`src/hdl/vxs_pkg.sv`:
```
// ---------------------------------------------------------------------------
// vxs_pkg
// Shared types, widths and codes for the voxel excess significance block.
// ---------------------------------------------------------------------------
package vxs_pkg;

   localparam int GRID_BINS  = 32;
   localparam int COUNT_BITS = 24;

   localparam int BIN_W      = 5;
   localparam int SCALE_W    = 20;
   localparam int SIGMA_W    = 4;
   localparam int DIFF_W     = 40;
   localparam int SIG_W      = 32;
   localparam int SUM_W      = 40;
   localparam int CLASS_W    = 2;

   localparam int CSR_IDX_W  = 2;
   localparam int CSR_DATA_W = SCALE_W;

   localparam logic [SCALE_W-1:0] TARGET_SCALE_RST     = SCALE_W'(10000);
   localparam logic [SCALE_W-1:0] BACKGROUND_SCALE_RST = SCALE_W'(10000);
   localparam logic [SIGMA_W-1:0] SIGMA_RST            = SIGMA_W'(4);

   // arithmetic widths
   localparam int PROD_W  = COUNT_BITS + SCALE_W;       // background * scale
   localparam int SB_W    = PROD_W + 8;                 // scaled background, Q.8
   localparam int ROOT_W  = (COUNT_BITS + 17) / 2;      // sqrt of count in Q.8
   localparam int RAD_W   = 2 * ROOT_W;
   localparam int ERR_W   = ROOT_W + SCALE_W;
   localparam int THR_W   = ERR_W + SIGMA_W;
   localparam int D_W     = SB_W + 2;                   // signed difference
   localparam int DIV_NW  = SB_W;
   localparam int DIV_DW  = ERR_W;

   localparam int CELLS   = GRID_BINS * GRID_BINS;
   localparam int CELL_AW = $clog2(CELLS);

   localparam logic [CSR_IDX_W-1:0] CSR_TARGET_SCALE     = 2'd0;
   localparam logic [CSR_IDX_W-1:0] CSR_BACKGROUND_SCALE = 2'd1;
   localparam logic [CSR_IDX_W-1:0] CSR_SIGMA_THRESHOLD  = 2'd2;

   localparam logic [CLASS_W-1:0] CLASS_NONE    = 2'd0;
   localparam logic [CLASS_W-1:0] CLASS_EXCESS  = 2'd1;
   localparam logic [CLASS_W-1:0] CLASS_DEFICIT = 2'd2;

   typedef struct packed {
      logic                  req_type;
      logic [BIN_W-1:0]      bin_x;
      logic [BIN_W-1:0]      bin_y;
      logic [BIN_W-1:0]      bin_z;
      logic [COUNT_BITS-1:0] target_count;
      logic [COUNT_BITS-1:0] background_count;
   } req_item_type;

   typedef struct packed {
      logic signed [DIFF_W-1:0] difference;
      logic [CLASS_W-1:0]       class_code;
      logic [SIG_W-1:0]         significance;
      logic [SUM_W-1:0]         sum_xy;
      logic [SUM_W-1:0]         sum_xz;
      logic [SUM_W-1:0]         sum_yz;
   } rsp_item_type;

   typedef enum logic [3:0] {
      ST_CLEAR,
      ST_IDLE,
      ST_PREP,
      ST_SB_GO,
      ST_SB_WAIT,
      ST_ERR_MUL,
      ST_ERR_GO,
      ST_ERR_WAIT,
      ST_THR,
      ST_CMP,
      ST_SIG_GO,
      ST_SIG_WAIT,
      ST_MEM_RD,
      ST_MEM_WAIT,
      ST_OUT
   } ctrl_state_type;

   typedef struct packed {
      logic clear;
      logic capture;
      logic prep;
      logic sb_start;
      logic latch_sb;
      logic err_mul;
      logic err_start;
      logic latch_err;
      logic thr;
      logic cmp;
      logic sig_start;
      logic latch_sig;
      logic mem_wr;
      logic latch_sums;
      logic load_out;
   } ctrl_cmd_type;

   typedef struct packed {
      logic clear_done;
      logic new_is_read;
      logic is_read;
      logic div_busy;
      logic sqrt_busy;
      logic excess;
      logic in_grid;
   } ctrl_status_type;

endpackage

```
`src/hdl/vxs_ctrl.sv`:
```
// ---------------------------------------------------------------------------
// vxs_ctrl
// Sequencer: clearing pass, arithmetic steps, store update, result handoff.
// ---------------------------------------------------------------------------
module vxs_ctrl (
   input  logic                     clock,
   input  logic                     reset,
   input  logic                     req_valid,
   output logic                     req_stall,
   output logic                     rsp_valid,
   input  logic                     rsp_stall,
   output vxs_pkg::ctrl_cmd_type    cmd,
   input  vxs_pkg::ctrl_status_type status
);
   import vxs_pkg::*;

   ctrl_state_type state_ff, state_in;
   logic           rsp_valid_ff, rsp_valid_in;
   logic           slot_free;
   logic           accept;

   assign slot_free = !rsp_valid_ff || !rsp_stall;
   assign accept    = req_valid && !req_stall;

   always_ff @(posedge clock) begin
      if (reset) begin
         state_ff     <= ST_CLEAR;
         rsp_valid_ff <= 1'b0;
      end else begin
         state_ff     <= state_in;
         rsp_valid_ff <= rsp_valid_in;
      end
   end

   always_comb begin
      state_in  = state_ff;
      cmd       = '0;
      req_stall = 1'b1;
      case (state_ff)
         ST_CLEAR: begin
            cmd.clear = 1'b1;
            if (status.clear_done) begin
               state_in = ST_IDLE;
            end
         end
         ST_IDLE: begin
            req_stall = 1'b0;
            if (req_valid) begin
               cmd.capture = 1'b1;
               state_in    = status.new_is_read ? ST_MEM_RD : ST_PREP;
            end
         end
         ST_PREP: begin
            cmd.prep = 1'b1;
            state_in = ST_SB_GO;
         end
         ST_SB_GO: begin
            cmd.sb_start = 1'b1;
            state_in     = ST_SB_WAIT;
         end
         ST_SB_WAIT: begin
            if (!status.div_busy && !status.sqrt_busy) begin
               cmd.latch_sb = 1'b1;
               state_in     = ST_ERR_MUL;
            end
         end
         ST_ERR_MUL: begin
            cmd.err_mul = 1'b1;
            state_in    = ST_ERR_GO;
         end
         ST_ERR_GO: begin
            cmd.err_start = 1'b1;
            state_in      = ST_ERR_WAIT;
         end
         ST_ERR_WAIT: begin
            if (!status.div_busy) begin
               cmd.latch_err = 1'b1;
               state_in      = ST_THR;
            end
         end
         ST_THR: begin
            cmd.thr  = 1'b1;
            state_in = ST_CMP;
         end
         ST_CMP: begin
            cmd.cmp  = 1'b1;
            state_in = status.excess ? ST_SIG_GO : ST_OUT;
         end
         ST_SIG_GO: begin
            cmd.sig_start = 1'b1;
            state_in      = ST_SIG_WAIT;
         end
         ST_SIG_WAIT: begin
            if (!status.div_busy) begin
               cmd.latch_sig = 1'b1;
               state_in      = status.in_grid ? ST_MEM_RD : ST_OUT;
            end
         end
         ST_MEM_RD: begin
            state_in = ST_MEM_WAIT;
         end
         ST_MEM_WAIT: begin
            if (status.is_read) begin
               cmd.latch_sums = 1'b1;
            end else begin
               cmd.mem_wr = 1'b1;
            end
            state_in = ST_OUT;
         end
         ST_OUT: begin
            if (slot_free) begin
               cmd.load_out = 1'b1;
               state_in     = ST_IDLE;
            end
         end
         default: begin
            state_in = ST_IDLE;
         end
      endcase
   end

   always_comb begin
      rsp_valid_in = rsp_valid_ff;
      if (cmd.load_out) begin
         rsp_valid_in = 1'b1;
      end else if (rsp_valid_ff && !rsp_stall) begin
         rsp_valid_in = 1'b0;
      end
   end

   assign rsp_valid = rsp_valid_ff;

   a_accept_leaves_idle: assert property (@(posedge clock) disable iff (reset)
      accept |=> state_ff != ST_IDLE)
      else $error("accepted item did not start work");

   a_load_sets_valid: assert property (@(posedge clock) disable iff (reset)
      cmd.load_out |=> rsp_valid_ff)
      else $error("loaded result not presented");

   a_result_waits: assert property (@(posedge clock) disable iff (reset)
      (state_ff == ST_OUT) && rsp_valid_ff && rsp_stall |=> state_ff == ST_OUT)
      else $error("finished result left while output slot busy");

   a_no_accept_in_clear: assert property (@(posedge clock) disable iff (reset)
      (state_ff == ST_CLEAR) |-> !accept)
      else $error("item accepted during store clearing");

endmodule

```
`config.mk`:
```
export PLATFORM = sky130hd
export DESIGN_NAME = vxs_ctrl
export DESIGN_NICKNAME = d
export VERILOG_FILES = /design/src/hdl/vxs_pkg.sv /design/src/hdl/vxs_ctrl.sv
export SDC_FILE = /design/constraint.sdc
export NUM_CORES = 1
export LEC_CHECK = 0
export ABC_AREA = 0
export CORE_AREA = 3 3 40 42
export DETAILED_ROUTE_END_ITERATION = 6
export DIE_AREA = 0 0 43 45
export DONT_BUFFER_PORTS = 1
export PLACE_DENSITY_LB_ADDON = 0.12
export SETUP_SLACK_MARGIN = 0.15
export SYNTH_ARGS = -nofsm -noshare
export SYNTH_HDL_FRONTEND = slang
export SYNTH_SLANG_ARGS = --single-unit
```
`constraint.sdc`:
```
create_clock -name clock -period 1.5 [get_ports clock]
set_clock_uncertainty 0.2 [all_clocks]
set_input_delay 0.3 -clock clock [delete_from_list [all_inputs] [get_ports clock]]
set_output_delay 0.3 -clock clock [all_outputs]
set_load 0.01 [all_outputs]
```
### Yosys cells after proc, flatten, opt, wreduce, memory -nomap -nowiden

Cells that the tools add are included.

| word-level totals | value |
|---|---|
| register bits | 5 |

| cells by class | value |
|---|---|
| equality and inequality tests | 20 |
| mux-type cells | 33 |
| reductions and logical operators | 10 |

Operators by type and width:

| operator | number |
|---|---|
| one-hot mux 4 bit (15 select lines) | 1 |
| == test 4 bit, second input constant | 7 |
| two-way mux 4 bit | 7 |
| two-way mux 1 bit | 22 |
| == test 4 x 3 -> 1 bit, second input constant | 4 |
| != test 2 bit, second input constant | 6 |
| == test 4 x 2 -> 1 bit, second input constant | 2 |
| AND reduction 6 bit | 1 |
| == test 4 x 1 -> 1 bit, second input constant | 1 |
| zero test 1 bit | 4 |
| zero test 4 bit | 1 |
| two-way mux 2 bit | 2 |
| two-way mux 3 bit | 1 |
| logical AND 1 bit | 2 |
| nonzero test 2 bit | 1 |
| logical OR 1 bit | 1 |

### Logic depth before layout (Yosys ltp)

| depth | value |
|---|---|
| depth after elaboration | 5 |
| mapped depth | 6 |

### Worst setup path after synthesis

OpenSTA, ideal clock, no wires.

| timing | value |
|---|---|
| path kind | register to register |
| start point | register state_ff[2] |
| end point | register state_ff[3] |
| library setup time | 0.155 ns |
| arrival time | 1.426 ns |
| data required time | 1.145 ns |
| setup slack | -0.280 ns |
| cell stages (with the launch flop) | 6 |
| path buffers | 1 |
| path through | dfxtp_1 -> buf_2 -> nor4_1 -> a222oi_1 -> a21oi_1 -> a311oi_1 |

| between the ends | value |
|---|---|
| word-level cells in the longest chain between the ends | 3 |

RTL lines:

| what | line | source |
|---|---|---|
| start: declaration | vxs_ctrl.sv:17 | `ctrl_state_type state_ff, state_in;` |
| start signal: assignment | vxs_ctrl.sv:30 | `state_ff <= state_in;` |
| == test 4 x 3 -> 1 bit, or another cell as far along | vxs_ctrl.sv:39 | `case (state_ff)` |
| != test 2 bit (no line) | -- |  |
| AND reduction 6 bit (no line) | -- |  |

Parallel ways exist; a longest one is shown, timed or not.
A chain may end at the register's enable or synchronous reset.

### Worst setup path in the final report

| timing | value |
|---|---|
| start point | register state_ff[1] |
| end point | register state_ff[2] |

The elaborated chain is that of the path after synthesis.

==> out/qor.txt <==
Outcome -> finished with violations
Failing checks -> setup timing
Clk buf depth -> 2
Setup violations, final -> 20
Vias after detailed routing -> 832
Global-route wire length before repair -> 4060 µm
Final Slew Violations -> 0
Latest clock arrival within the worst-skew pair -> 0.26 ns
CP top delay family -> compound AO/OA/AOI/OAI gates
P_leak -> 0.000446 µW
Commonest non-fill, non-tap cell in the layout -> buf_4
WP data required -> 1.44 ns
Most used DFF post-synth -> dfxtp_1
Leading cell types in the layout, fill and taps excluded -> buf_4, buf_6, nor3_4, nor2_4, a21oi_1
Placement row count -> 13
Storage cell area -> 108 µm²
Clk root buf -> clkbuf_4
Area of the multi-input gates -> 634 µm²
HPWL Detailed -> 1370 µm
FILL cells -> 58
CTS tree -> built
Crit start category -> flop
Crit path kind -> reg -> reg
Power density over the cells -> 1920 nW/µm²
Worst IR Drop VDD -> 1100 µV
Reg2Reg Depth -> 6
Synthesis warning total -> 0
Setup ws final -> -0.305 ns
Yosys cell types -> 37
Relative slew margins -> 0.772
Routability Congestion -> 0.773
Max Clk Rate -> 554 MHz
Reg-to-reg critical path endpoint -> state_ff[2]
Core Region -> 1280 µm²
Async SR Flop Fraction -> 0
Largest net degree at the start of global routing -> 10
DR WL/cell -> 20.3 µm
FF-to-FF setup slack -> -0.31 ns
Final WL -> 2620 µm
Max Cap Viol -> 0
Area Overhead vs Synth -> 107%
Post-Syn Nets -> 92
CP endpoint -> state_ff[2]
PortBufs -> 0
# DRC -> 0
DRT iter0 DRCs -> 19
Io pins -> 28
RSZ-0062 raised after global routing -> true
Initial antenna violation count -> 1
Die H -> 45 µm
Yosys reg bits -> 5
Worst setup EP type -> flop
Fin area -> 1150 µm²
Total CTS buffers -> 3
Die ar. -> 1940 µm²
Post-Syn Area -> 554 µm²
Drt pass-1 iters -> 5
Routed vias/inst -> 6.45
Data arrival, critical path -> 1.75 ns
Vias in the first global route -> 836
CP Max Fanout -> 7
Antenna Violating Nets Remaining -> 0
Tcrit/Tclk final -> 1.20
CP Depth -> 6
Final #Nets -> 125
Minimum clock period -> 1.81 ns
Clock Sinks -> 5
Placed cell area -> 868 µm²
Worst Max-Slew Pin Slew -> 0.340 ns
Slowest cell on crit path -> a222oi_1
Min-delay worst type -> in -> reg
Total Neg Setup Slack -> -4.18 ns
Synth Area per Inst -> 6.84 µm²
Final Hold Fails -> 0
GRT Overall Usage -> 0.278
CTS clk-pin slew, worst paths -> 0.06 ns
FF-to-FF Start -> state_ff[1]
Crit path from -> state_ff[1]
Sequential share of the synthesized area -> 0.181
Post-Syn Instances -> 81
CP peak stage delay -> 0.35 ns
Share of cells above drive strength 1 -> 0.646
Number of flops mapped to enable cells by yosys -> 0
Die width -> 43 µm
Initial Utilization -> 0.431
WP buf/inv -> 2
Crit path cell chain -> buf_12 -> and4b_4 -> a222oi_1 -> buf_4 -> a21oi_1 -> a311oi_1
Total congestion overflow -> 0
H-tree depth -> 1
## worst min-delay path by stage
stage,depth (start not counted),startpoint,to
2_1_floorplan,1,reset,state_ff[0]
3_3_place_gp,1,reset,rsp_valid
3_5_place_dp,1,reset,state_ff[0]
4_1_cts,2,reset,state_ff[1]
5_1_grt,2,reset,state_ff[1]
6_report,2,reset,state_ff[1]
## Yosys cell counts (all sizes together) (3+ instances only)
cell type,number,area (µm²)
a21oi,4,20.0
nand2,6,22.5
nor2b,3,18.8
nor2,8,30.0
inv,4,15.0
dfxtp,5,100
a311oi,3,26.3
nor3,7,35.0
buf,7,35.0
and4b,3,33.8
nand2b,5,31.3
## per-stage QoR
stage | std cells | total power, µW | util | setup slack [ns] | hold slack (ns)
floorplan | 81 | 1110 | - | -0.119 | 0.169
global placement | 113 | 1470 | 0.676 | -0.191 | 0.171
detailed placement | 113 | 1490 | 0.676 | -0.199 | 0.173
CTS | 126 | 2090 | 0.875 | -0.251 | 0.0526
global route | 129 | 2300 | 0.892 | -0.330 | 0.0775
finish | 129 | 2200 | 0.892 | -0.305 | 0.0609
## registers in the layout, indices dropped and copies added (netlist names)
name	cells
state_ff	4
rsp_valid	1
## layer usage
metal / share of wire / global-route usage / up-vias
li1: - / - / 365
met1: 0.37 / 0.316 / 398
met2: 0.50 / 0.494 / 53
met3: 0.081 / 0.0598 / 16
met4: 0.054 / 0.139 / 0
met5: 0 / 0 / -
## layout make-up
type | count | share of cell area
Antenna cell | 1 | 0.00218
Clock buffer | 4 | 0.0229
Inverter | 4 | 0.0197
Multi-Input combinational cell | 64 | 0.553
Sequential cell | 5 | 0.0939
Tap cell | 15 | 0.0164
Timing Repair Buffer | 36 | 0.291
## power breakdown
group	internal [µW]	leakage (µW)	switching, µW
Combinational	871	0.000388	890
Sequential	193	0.0000428	71.0
Clock	102	0.0000150	74.4
## worst register-to-register path: stages (launching register included)
cell,delay [ns]
dfxtp_2,0.33
buf_12,0.13
and4b_4,0.18
a222oi_1,0.35
buf_4,0.20
a21oi_1,0.07
a311oi_1,0.22
## repair_timing
action	CTS	global route
pin swaps	8	3
gates cloned	1	0
buffers inserted	6	2
hold buffers	2	0
resized for setup	38	1
endpoints found under the hold margin	4	0
setup endpoints to repair	20	20
## kinds of logic (layout without fill, tap and decap cells)
group                      count (synthesis)  after routing  synth area share
buffers and inverters                     12             44            0.0971
and+or+nand+nor                           43             43             0.442
adders and majority gates                  1              1            0.0181
AOI/OAI and AO/OA                         20             20             0.262
other                                      0              1                 0
DFF                                        5              5             0.181
(Power assumes the default switching activity.)
